## src/design/bed_pkg.sv

```systemverilog
// Shared types, character constants and helper functions for the
// backslash escape decoder. No dependencies.
package bed_pkg;

  localparam logic [7:0] CHAR_BACKSLASH = 8'h5C;
  localparam logic [7:0] CHAR_X         = 8'h78;
  localparam logic [7:0] CHAR_LOWER_A   = 8'h61;
  localparam logic [7:0] CHAR_ZERO      = 8'h30;
  localparam logic [7:0] CHAR_NINE      = 8'h39;
  localparam logic [7:0] CASE_FOLD      = 8'h20;  // 'a' - 'A'
  localparam logic [7:0] ALPHA_GAP      = 8'h07;  // 'A' - '9' - 1

  localparam logic [7:0] CTRL_BEL = 8'h07;
  localparam logic [7:0] CTRL_BS  = 8'h08;
  localparam logic [7:0] CTRL_TAB = 8'h09;
  localparam logic [7:0] CTRL_LF  = 8'h0A;
  localparam logic [7:0] CTRL_VT  = 8'h0B;
  localparam logic [7:0] CTRL_FF  = 8'h0C;
  localparam logic [7:0] CTRL_CR  = 8'h0D;

  typedef enum logic [3:0] {
    MODE_PLAIN = 4'b0001,
    MODE_ESC   = 4'b0010,
    MODE_HEX1  = 4'b0100,
    MODE_HEX2  = 4'b1000
  } bed_mode_t;

  typedef struct packed {
    logic [7:0] data;
    logic       has_char;
    logic       last;
  } bed_res_t;

  // Unchecked hex digit conversion, modulo 256.
  function automatic logic [7:0] hex_value(input logic [7:0] c);
    logic [7:0] v;
    v = c;
    if (v >= CHAR_LOWER_A) begin
      v = v - CASE_FOLD;
    end
    if (v > CHAR_NINE) begin
      v = v - CHAR_ZERO - ALPHA_GAP;
    end else begin
      v = v - CHAR_ZERO;
    end
    return v;
  endfunction

  function automatic logic [7:0] simple_escape(input logic [7:0] c);
    logic [7:0] r;
    case (c)
      8'h61:   r = CTRL_BEL;  // a
      8'h62:   r = CTRL_BS;   // b
      8'h66:   r = CTRL_FF;   // f
      8'h6E:   r = CTRL_LF;   // n
      8'h72:   r = CTRL_CR;   // r
      8'h74:   r = CTRL_TAB;  // t
      8'h76:   r = CTRL_VT;   // v
      default: r = c;
    endcase
    return r;
  endfunction

endpackage

```

## src/design/bed_in_stage.sv

```systemverilog
// Input register of the escape decoder.
// Depends on nothing beyond the handshake signals from the top level.
module bed_in_stage (
  input  logic       clk,
  input  logic       rst_n,
  input  logic       in_valid,
  output logic       in_ready,
  input  logic [7:0] in_byte,
  input  logic       in_last,
  input  logic       advance,
  output logic       item_vld,
  output logic [7:0] item_byte,
  output logic       item_last
);

  logic       vld_r;
  logic [7:0] byte_r;
  logic       last_r;

  assign in_ready = !vld_r || advance;

  always_ff @(posedge clk) begin
    if (!rst_n) begin
      vld_r <= 1'b0;
    end else if (in_ready) begin
      vld_r <= in_valid;
    end
  end

  always_ff @(posedge clk) begin
    if (in_valid && in_ready) begin
      byte_r <= in_byte;
      last_r <= in_last;
    end
  end

  assign item_vld  = vld_r;
  assign item_byte = byte_r;
  assign item_last = last_r;

endmodule

```

## src/design/bed_decode.sv

```systemverilog
// Escape decode state machine and result logic.
// Depends on bed_pkg for mode codes, result type and conversions.
module bed_decode
  import bed_pkg::*;
(
  input  logic       clk,
  input  logic       rst_n,
  input  logic [7:0] item_byte,
  input  logic       item_last,
  input  logic       advance,
  output logic       emit,
  output bed_res_t   res
);

  bed_mode_t  mode_r, mode_nxt;
  logic [3:0] high_r, high_nxt;
  logic [7:0] hex_v;
  logic [7:0] char_v;
  logic       char_ok;

  assign hex_v = hex_value(item_byte);

  always_comb begin
    mode_nxt = mode_r;
    high_nxt = high_r;
    char_ok  = 1'b0;
    char_v   = '0;
    case (mode_r)
      MODE_PLAIN: begin
        if (item_byte == CHAR_BACKSLASH && !item_last) begin
          mode_nxt = MODE_ESC;
        end else begin
          // a lone trailing backslash passes through as itself
          char_ok = 1'b1;
          char_v  = item_byte;
        end
      end
      MODE_ESC: begin
        if (item_byte == CHAR_X) begin
          mode_nxt = MODE_HEX1;
        end else begin
          char_ok  = 1'b1;
          char_v   = simple_escape(item_byte);
          mode_nxt = MODE_PLAIN;
        end
      end
      MODE_HEX1: begin
        high_nxt = hex_v[3:0];
        mode_nxt = MODE_HEX2;
      end
      MODE_HEX2: begin
        char_ok  = 1'b1;
        char_v   = {high_r, 4'b0000} | hex_v;
        high_nxt = '0;
        mode_nxt = MODE_PLAIN;
      end
      default: begin
        mode_nxt = MODE_PLAIN;
        high_nxt = '0;
      end
    endcase
    // end of string: drop any open escape
    if (item_last) begin
      mode_nxt = MODE_PLAIN;
      high_nxt = '0;
    end
  end

  assign emit         = char_ok || item_last;
  assign res.data     = char_ok ? char_v : 8'h00;
  assign res.has_char = char_ok;
  assign res.last     = item_last;

  always_ff @(posedge clk) begin
    if (!rst_n) begin
      mode_r <= MODE_PLAIN;
      high_r <= '0;
    end else if (advance) begin
      mode_r <= mode_nxt;
      high_r <= high_nxt;
    end
  end

  a_last_resets: assert property (@(posedge clk) disable iff (!rst_n)
    (advance && item_last) |=> (mode_r == MODE_PLAIN && high_r == 4'h0))
    else $error("state not cleared after end of string");

  a_last_emits: assert property (@(posedge clk) disable iff (!rst_n)
    item_last |-> emit)
    else $error("end of string without a result");

  a_hex_steps: assert property (@(posedge clk) disable iff (!rst_n)
    (advance && mode_r == MODE_HEX1 && !item_last) |=> mode_r == MODE_HEX2)
    else $error("hex escape did not advance to its second digit");

endmodule

```

## src/design/bed_out_stage.sv

```systemverilog
// Result register of the escape decoder.
// Depends on bed_pkg for the result type.
module bed_out_stage
  import bed_pkg::*;
(
  input  logic       clk,
  input  logic       rst_n,
  input  logic       load,
  input  bed_res_t   res,
  output logic       full,
  output logic       out_item_valid,
  input  logic       out_ready,
  output logic [7:0] out_byte,
  output logic       out_valid,
  output logic       out_end
);

  logic     vld_r;
  bed_res_t res_r;

  always_ff @(posedge clk) begin
    if (!rst_n) begin
      vld_r <= 1'b0;
    end else if (load) begin
      vld_r <= 1'b1;
    end else if (out_ready) begin
      vld_r <= 1'b0;
    end
  end

  always_ff @(posedge clk) begin
    if (load) begin
      res_r <= res;
    end
  end

  assign full           = vld_r;
  assign out_item_valid = vld_r;
  assign out_byte       = res_r.data;
  assign out_valid      = res_r.has_char;
  assign out_end        = res_r.last;

endmodule

```

## src/design/backslash_escape_decoder_top.sv

```systemverilog
// A byte passes the input register, then the result register. Throughput:
// one byte per cycle unless a held result waits for out_ready; decode is a
// single pass between registers. A non-last byte that closes no character
// (backslash, x, first hex digit) is consumed without a result transfer and
// never stalls on the result side. Reset (rst_n low, synchronous): both
// stages empty, decoder in plain text mode with a cleared high nibble.
module backslash_escape_decoder_top
  import bed_pkg::*;
(
  input  logic       clk,
  input  logic       rst_n,
  input  logic       in_valid,
  output logic       in_ready,
  input  logic [7:0] in_byte,
  input  logic       in_last,
  output logic       out_item_valid,
  input  logic       out_ready,
  output logic [7:0] out_byte,
  output logic       out_valid,
  output logic       out_end
);

  logic       item_vld;
  logic [7:0] item_byte;
  logic       item_last;
  logic       emit;
  logic       out_full;
  logic       advance;
  bed_res_t   res;

  // Advance the held byte when it yields no result, or when the result
  // register is empty or being drained in this cycle.
  assign advance = item_vld && (!emit || !out_full || out_ready);

  // Hold incoming bytes; ready follows the advance of the held byte.
  bed_in_stage u_in (
    .clk       (clk),
    .rst_n     (rst_n),
    .in_valid  (in_valid),
    .in_ready  (in_ready),
    .in_byte   (in_byte),
    .in_last   (in_last),
    .advance   (advance),
    .item_vld  (item_vld),
    .item_byte (item_byte),
    .item_last (item_last)
  );

  // Decode one byte per cycle against the escape state, while the held byte advances.
  bed_decode u_dec (
    .clk       (clk),
    .rst_n     (rst_n),
    .item_byte (item_byte),
    .item_last (item_last),
    .advance   (advance),
    .emit      (emit),
    .res       (res)
  );

  // Register the result until the downstream transfer completes.
  bed_out_stage u_out (
    .clk            (clk),
    .rst_n          (rst_n),
    .load           (advance && emit),
    .res            (res),
    .full           (out_full),
    .out_item_valid (out_item_valid),
    .out_ready      (out_ready),
    .out_byte       (out_byte),
    .out_valid      (out_valid),
    .out_end        (out_end)
  );

endmodule
```

## config.mk

```make
export PLATFORM = sky130hd
export DESIGN_NAME = backslash_escape_decoder_top
export DESIGN_NICKNAME = d
export VERILOG_FILES = /design/src/design/bed_pkg.sv /design/src/design/bed_in_stage.sv /design/src/design/bed_decode.sv /design/src/design/bed_out_stage.sv /design/src/design/backslash_escape_decoder_top.sv
export SDC_FILE = /design/constraint.sdc
export NUM_CORES = 1
export LEC_CHECK = 0
export BUFFER_PORTS_ARGS = -buffer_cell sky130_fd_sc_hd__clkbuf_2
export CAP_MARGIN = 20
export CORE_ASPECT_RATIO = 0.6
export CORE_MARGIN = 4
export CORE_UTILIZATION = 45
export CTS_CLUSTER_DIAMETER = 100
export DETAILED_ROUTE_END_ITERATION = 10
export PLACE_DENSITY_LB_ADDON = 0.2
export SYNTH_ARGS = -nofsm -noshare
export SYNTH_HDL_FRONTEND = slang
export SYNTH_SLANG_ARGS = --single-unit
```

## constraint.sdc

```tcl
create_clock -name clk -period 4.9 [get_ports clk]
set_input_delay 0.98 -clock clk [delete_from_list [all_inputs] [get_ports clk]]
set_output_delay 0.98 -clock clk [all_outputs]
set_load 0.02 [all_outputs]
```

[Yosys cells after proc, flatten, opt, wreduce, memory -nomap -nowiden]
Index checks and enable logic that the tools add are counted.
Cells by class
  add/subtract/negate cells: 3
  $mul: 0
  divide/modulo/power cells: 0
  magnitude comparators: 2
  eq/ne operators: 15
  shifts and indexed selects: 0
  muxes and demuxes: 17
  bitwise gates (word level): 1
  reduce and logical (&&, ||, !) cells: 16
Operators by type and width (number)
  equality test 8 x 7 -> 1 bit (second input constant): 9
  one-hot mux 8 bit (7 select lines): 1
  two-way mux 8 bit: 4
  one-hot mux 8 bit (3 select lines): 1
  subtractor 8 x 6 -> 8 bit (second input constant): 2
  two-way mux 4 bit: 3
  one-hot mux 4 bit (3 select lines): 1
  >= comparator 8 x 7 -> 1 bit (second input constant): 1
  greater-than comparator 8 x 6 -> 1 bit (second input constant): 1
  OR 8 bit: 1
  one-hot mux 4 bit (2 select lines): 1
  subtractor 8 x 3 -> 8 bit (second input constant): 1
  equality test 4 x 1 -> 1 bit (second input constant): 1
  equality test 4 x 2 -> 1 bit (second input constant): 1
  equality test 4 x 3 -> 1 bit (second input constant): 1
  equality test 4 bit (second input constant): 1
  logical AND 1 bit: 4
  logical NOT 1 bit: 4
  logical OR 1 bit: 4
  two-way mux 1 bit: 4
  AND reduction 2 bit: 2
  two-way mux 3 bit: 1
  != test 3 x 2 -> 1 bit (second input constant): 1
  one-hot mux 1 bit (3 select lines): 1
  other kinds (3): 3
Storage, ports and cells
  bits in registers: 29
  latch bits: 0
  RAM bits: 0
  bits in read-only memories: 0
  bits of input ports: 13
  output and inout port bits: 12
  word-level logic and storage cells: 63
  memories kept: 0

[Depth between registers and ports, before layout]
  word-level depth: 11
  gate-level depth with buffers: 13
  gate-level depth less buffers: 12

[Hierarchy]
From an unflattened synthesis, not the netlist that was laid out.
Unflattened totals
  cells, all modules: 220
  area, all modules: 1978.1 um^2
By module, submodules not included
  bed_decode: times used 1, cells an instance 188, area an instance 1268.7 um^2, seq. area each 160.2 um^2
  bed_out_stage: times used 1, cells an instance 14, area an instance 349.1 um^2, seq. area each 320.3 um^2
  bed_in_stage: times used 1, cells an instance 14, area an instance 327.8 um^2, seq. area each 290.3 um^2
  backslash_escape_decoder_top: times used 1, cells an instance 4, area an instance 32.5 um^2, seq. area each 0.0 um^2

[Worst setup path before layout]
OpenSTA, ideal clock, no wires.
  path type: reg-to-reg
  start: register u_in.byte_r[0] (netlist: u_in.item_byte[0])
  end: register u_out.res_r (netlist bit u_out.out_byte[0]) (data pin)
  setup time: 261 ps
  arrival: 2714 ps
  required time: 4639 ps
  path slack: 1925 ps
  cell stages (with the launch flop): 13
  path buffers: 1
  period minus slack after synthesis: 2975 ps
  cells stage by stage: edfxtp_1 -> ha_1 -> or4b_1 -> o21ai_0 -> nand3_1 -> o21ai_0 -> ha_1 -> o211a_1 -> a21o_1 -> or2_1 -> buf_6 -> o211ai_1 -> a221o_1
On the way
  longest elaborated chain between the ends: 7
  elaborated cells between the ends (all ways): 25
  those cells by class: 3 x add/sub; 2 x order compare; 9 x eq/ne; 9 x mux; 1 x bitwise; 1 x reduce/logical
RTL lines
  from (decl): line bed_in_stage.sv:17  | logic [7:0] byte_r;
  from (signal assigned): line bed_in_stage.sv:32  | byte_r <= in_byte;
  subtractor 8 x 6 -> 8 bit / >= comparator 8 x 7 -> 1 bit (equally long branches): line bed_pkg.sv:39, bed_pkg.sv:38
  two-way mux 8 bit: line bed_pkg.sv:38  | if (v >= CHAR_LOWER_A) begin
  subtractor 8 x 6 -> 8 bit: line bed_pkg.sv:42, bed_pkg.sv:44
  subtractor 8 x 3 -> 8 bit: line bed_pkg.sv:42  | v = v - CHAR_ZERO - ALPHA_GAP;
  two-way mux 8 bit: line bed_pkg.sv:41  | if (v > CHAR_NINE) begin
  OR 8 bit: line bed_decode.sv:53  | char_v = {high_r, 4'b0000} | hex_v;
  one-hot mux 8 bit (3 select lines): line bed_decode.sv:28  | case (mode_r)
  to (signal assigned): line bed_out_stage.sv:33  | res_r <= res;
  to (decl): line bed_out_stage.sv:19  | bed_res_t res_r;
Several ways; a longest one is shown, not always the timed one.
A chain may end at the register's enable or synchronous reset.

[Final worst setup path]
  start: register u_in.byte_r[1] (netlist: u_in.item_byte[1])
  end: register u_out.res_r (netlist bit u_out.out_byte[0]) (data pin)
On the way
  longest elaborated chain between the ends: 7
  elaborated cells between the ends (all ways): 25
  those cells by class: 3 x add/sub; 2 x order compare; 9 x eq/ne; 9 x mux; 1 x bitwise; 1 x reduce/logical
RTL lines (line)
  >= comparator 8 x 7 -> 1 bit: bed_pkg.sv:38
  two-way mux 8 bit: bed_pkg.sv:38
  subtractor 8 x 6 -> 8 bit: bed_pkg.sv:42, bed_pkg.sv:44
  subtractor 8 x 3 -> 8 bit: bed_pkg.sv:42
  two-way mux 8 bit: bed_pkg.sv:41
  OR 8 bit: bed_decode.sv:53
  one-hot mux 8 bit (3 select lines): bed_decode.sv:28
Several ways; a longest one is shown, not always the timed one.

==> key figures <==
Logic synthesis
  – Syn Inst Count: 207
  – Ys async rst share: 0
  – Synth area leaders: edfxtp_1 29%, dfxtp_1 10%, ha_1 5.2%
  – Unique masters post-synth: 55
  – Cell taking the most area after synthesis: edfxtp_1
  – Synth Warn #: 0
  – Predominant post-synthesis flop cell: edfxtp_1
  – EDFF count, synth: 19
  – Area of the mapped netlist: 1940 um2
  – Syn_area_per_cell: 9.37 um2
  – Post-synthesis sequential area ratio: 0.397
  – Syn Nets: 228
  – Post-synthesis register bit count: 29
  – Share of the synthesized area in the top cell type: 0.294

Setup path
  – CP peak stage delay: 0.52 ns
  – Crit-path slowest cell: or4b_1
  – CP arrival: 3.39 ns
  – CP Depth: 12
  – Crit path cell chain: inv_1 > ha_1 > or4b_1 > o21ai_0 > nand3_1 > o21ai_0 > ha_1 > o211a_1 > a21o_1 > or2_1 > o211ai_1 > a221o_1
  – CP required: 4.94 ns
  – CP endpoint kind: register
  – Crit start category: register
  – Setup CP Type: register to register
  – Worst path top cell family by delay: compound AO/OA/AOI/OAI gates
  – Crit-path max FO: 8
  – R2R depth: 12
  – CP bufs+invs: 1

STA
  – Number of setup violations in the final report: 0
  – Total negative slack: 0 ns
  – Max Clock Freq: 299 MHz
  – Normalized max-slew margin: 0.339
  – Slew @ Worst Pin: 0.989 ns
  – RSZ-0062 raised after global routing: no
  – Hold Fails Final Rpt: 0
  – Slew Viols, Final: 0
  – Fin crit share: 0.682
  – Skew final: 0.00663 ns
  – Fin Hold WS: 0.485 ns
  – Final min period: 3.34 ns

Clock tree
  – Clock edge transition at the registers on the reported setup and hold paths: 0.06 ns
  – # H-tree levels: 2
  – Hold-fix buffers, CTS: 0
  – Clk buf depth: 2
  – # Post-CTS Setup Buffers: 0
  – Clk Latency, worst-skew pair: 0.29 ns
  – CTS tree: built
  – TritonCTS Sinks: 29
  – Root buf cell: clkbuf_8
  – Cts bufs inserted: 5
  – CTS resizes: 0

Global routing
  – Antenna violations before repair: 0
  – GR Util All Layers: 0.169
  – Global route overflow: 0
  – First-pass GRT wire length: 7030 um
  – Largest net degree at the start of global routing: 16
  – Vias in the first global route: 1,365

Placed design
  – Gp weighted congestion: 0.877
  – I/O Buffers: 24
  – Placed cells: 281
  – Dpl hpwl: 3260 um

Route
  – Routed WL per cell: 14.7 um
  – DRT Pass-1 Iters: 4
  – Drt drc: 0
  – Violation count after the first detailed-route iteration: 118
  – Drt via density: 5.70
  – Number of routed nets with antenna violations: 0
  – WL final: 4250 um
  – Via count: 1,648

Power and ir drop
  – Pleak: 0.000858 uW
  – Pwr/cell area: 264 nW/um2
  – Worst vdd ir: 163 uV
  – Overall Power: 571 uW

Min path
  – Hold Crit Class: register to register
  – Hold Path Stages: 2

Floorplan
  – Die W: 92.8 um
  – DIE AREA: 5460 um2
  – Core Rows: 18
  – Die H: 58.9 um
  – Initial Util: 0.471
  – CORE AREA: 4120 um2
  – Io pins: 25

Layout
  – Area added between synthesis and finish: 11.7%
  – Cell Count, Final, Fillers Out: 289
  – # diodes: 0
  – Layout cells sized above 1: 0.162
  – Fin nets: 249

Run
  – Max cap viols: 0

Run status
  – Status: finished clean
[cell usage in the layout, fill, tap and decap left out, types with 4 or more instances in the layout]
cell type	netlist	routed
a21oi_1	10	10
clkbuf_8	0	6
o211ai_1	4	4
clkbuf_2	0	24
inv_1	17	17
edfxtp_1	19	19
o21ai_1	6	6
nand3_1	6	6
nor2_1	12	12
o21ai_0	16	16
nand2_1	8	8
a31oi_1	6	6
nand2b_1	5	5
nand4_1	4	4
ha_1	8	8
o22ai_1	6	6
dfxtp_1	10	10
[metrics by stage]
step                       util  setup WS, ns  instance area [um2]
after global routing      0.526          1.29                 2170
after global placement    0.504          1.70                 2080
after CTS                 0.526          1.57                 2170
final                     0.526          1.56                 2170
after detailed placement  0.504          1.58                 2080
after floorplan               -          1.92                 1940
[cell usage after synthesis (all sizes together), types with 4 or more instances]
master  number
buf          7
nand2b       5
o211ai       4
edfxtp      19
a21oi       10
a31oi        7
inv         17
nand4        4
o22ai        6
nor2        12
nand2        8
o21ai       23
clkbuf       4
nand3        6
dfxtp       10
ha           8
nor4b        5
[layer usage]
metal	track usage	part of all wire
met1	0.280	0.53
met2	0.196	0.37
met3	0.0473	0.081
met4	0.0626	0.014
met5	0	0
[registers in the layout (all words and copies together), names as in the netlist]
signal / count
u_in.item_vld: 1
u_dec.mode_r: 4
u_out.out_end: 1
u_in.item_byte: 8
u_out.out_valid: 1
u_out.full: 1
u_dec.high_r: 4
u_in.item_last: 1
u_out.out_byte: 8
[kinds of logic (layout without fill, tap and decap cells)]
kind of cell    count (synthesis)  count (layout)  share of synthesized area
xor+xnor                        4               4                     0.0181
buf+inv                        28              50                     0.0664
compound gates                 72              72                      0.248
fa+ha+maj                       8               8                     0.0516
simple gates                   66              66                      0.219
flops                          29              29                      0.397
[report_power, final]
group | internal (uW) | switching [uW]
registers | 272 | 14.0
logic | 32.9 | 49.4
clock network | 114 | 89.3
[path summary, 6_finish.rpt]
kind | start | end | slack [ns]
setup / recovery | u_in.item_byte[1] | u_out.out_byte[0] | 1.56
hold / removal | u_dec.high_r[0] | u_dec.high_r[0] | 0.49
setup reg to reg | u_in.item_byte[1] | u_out.out_byte[0] | 1.56
hold reg to reg | u_dec.high_r[0] | u_dec.high_r[0] | 0.49
[worst reg2reg max path, stage by stage (launching register included)]
cell and delay (ns):
edfxtp_1 0.41, inv_1 0.14, ha_1 0.27, or4b_1 0.52, o21ai_0 0.17, nand3_1 0.09
o21ai_0 0.13, ha_1 0.27, o211a_1 0.21, a21o_1 0.19, or2_1 0.29, o211ai_1 0.12
a221o_1 0.30
[area by class of cell]
class / count / area (um2)
timing repair buffer: 25 / 128
inverter: 17 / 63.8
tap: 60 / 75.1
fill: 383 / 1950
clock buffer: 8 / 90.1
sequential: 29 / 771
multi-input combinational: 150 / 1040
(Power assumes the default switching activity.)
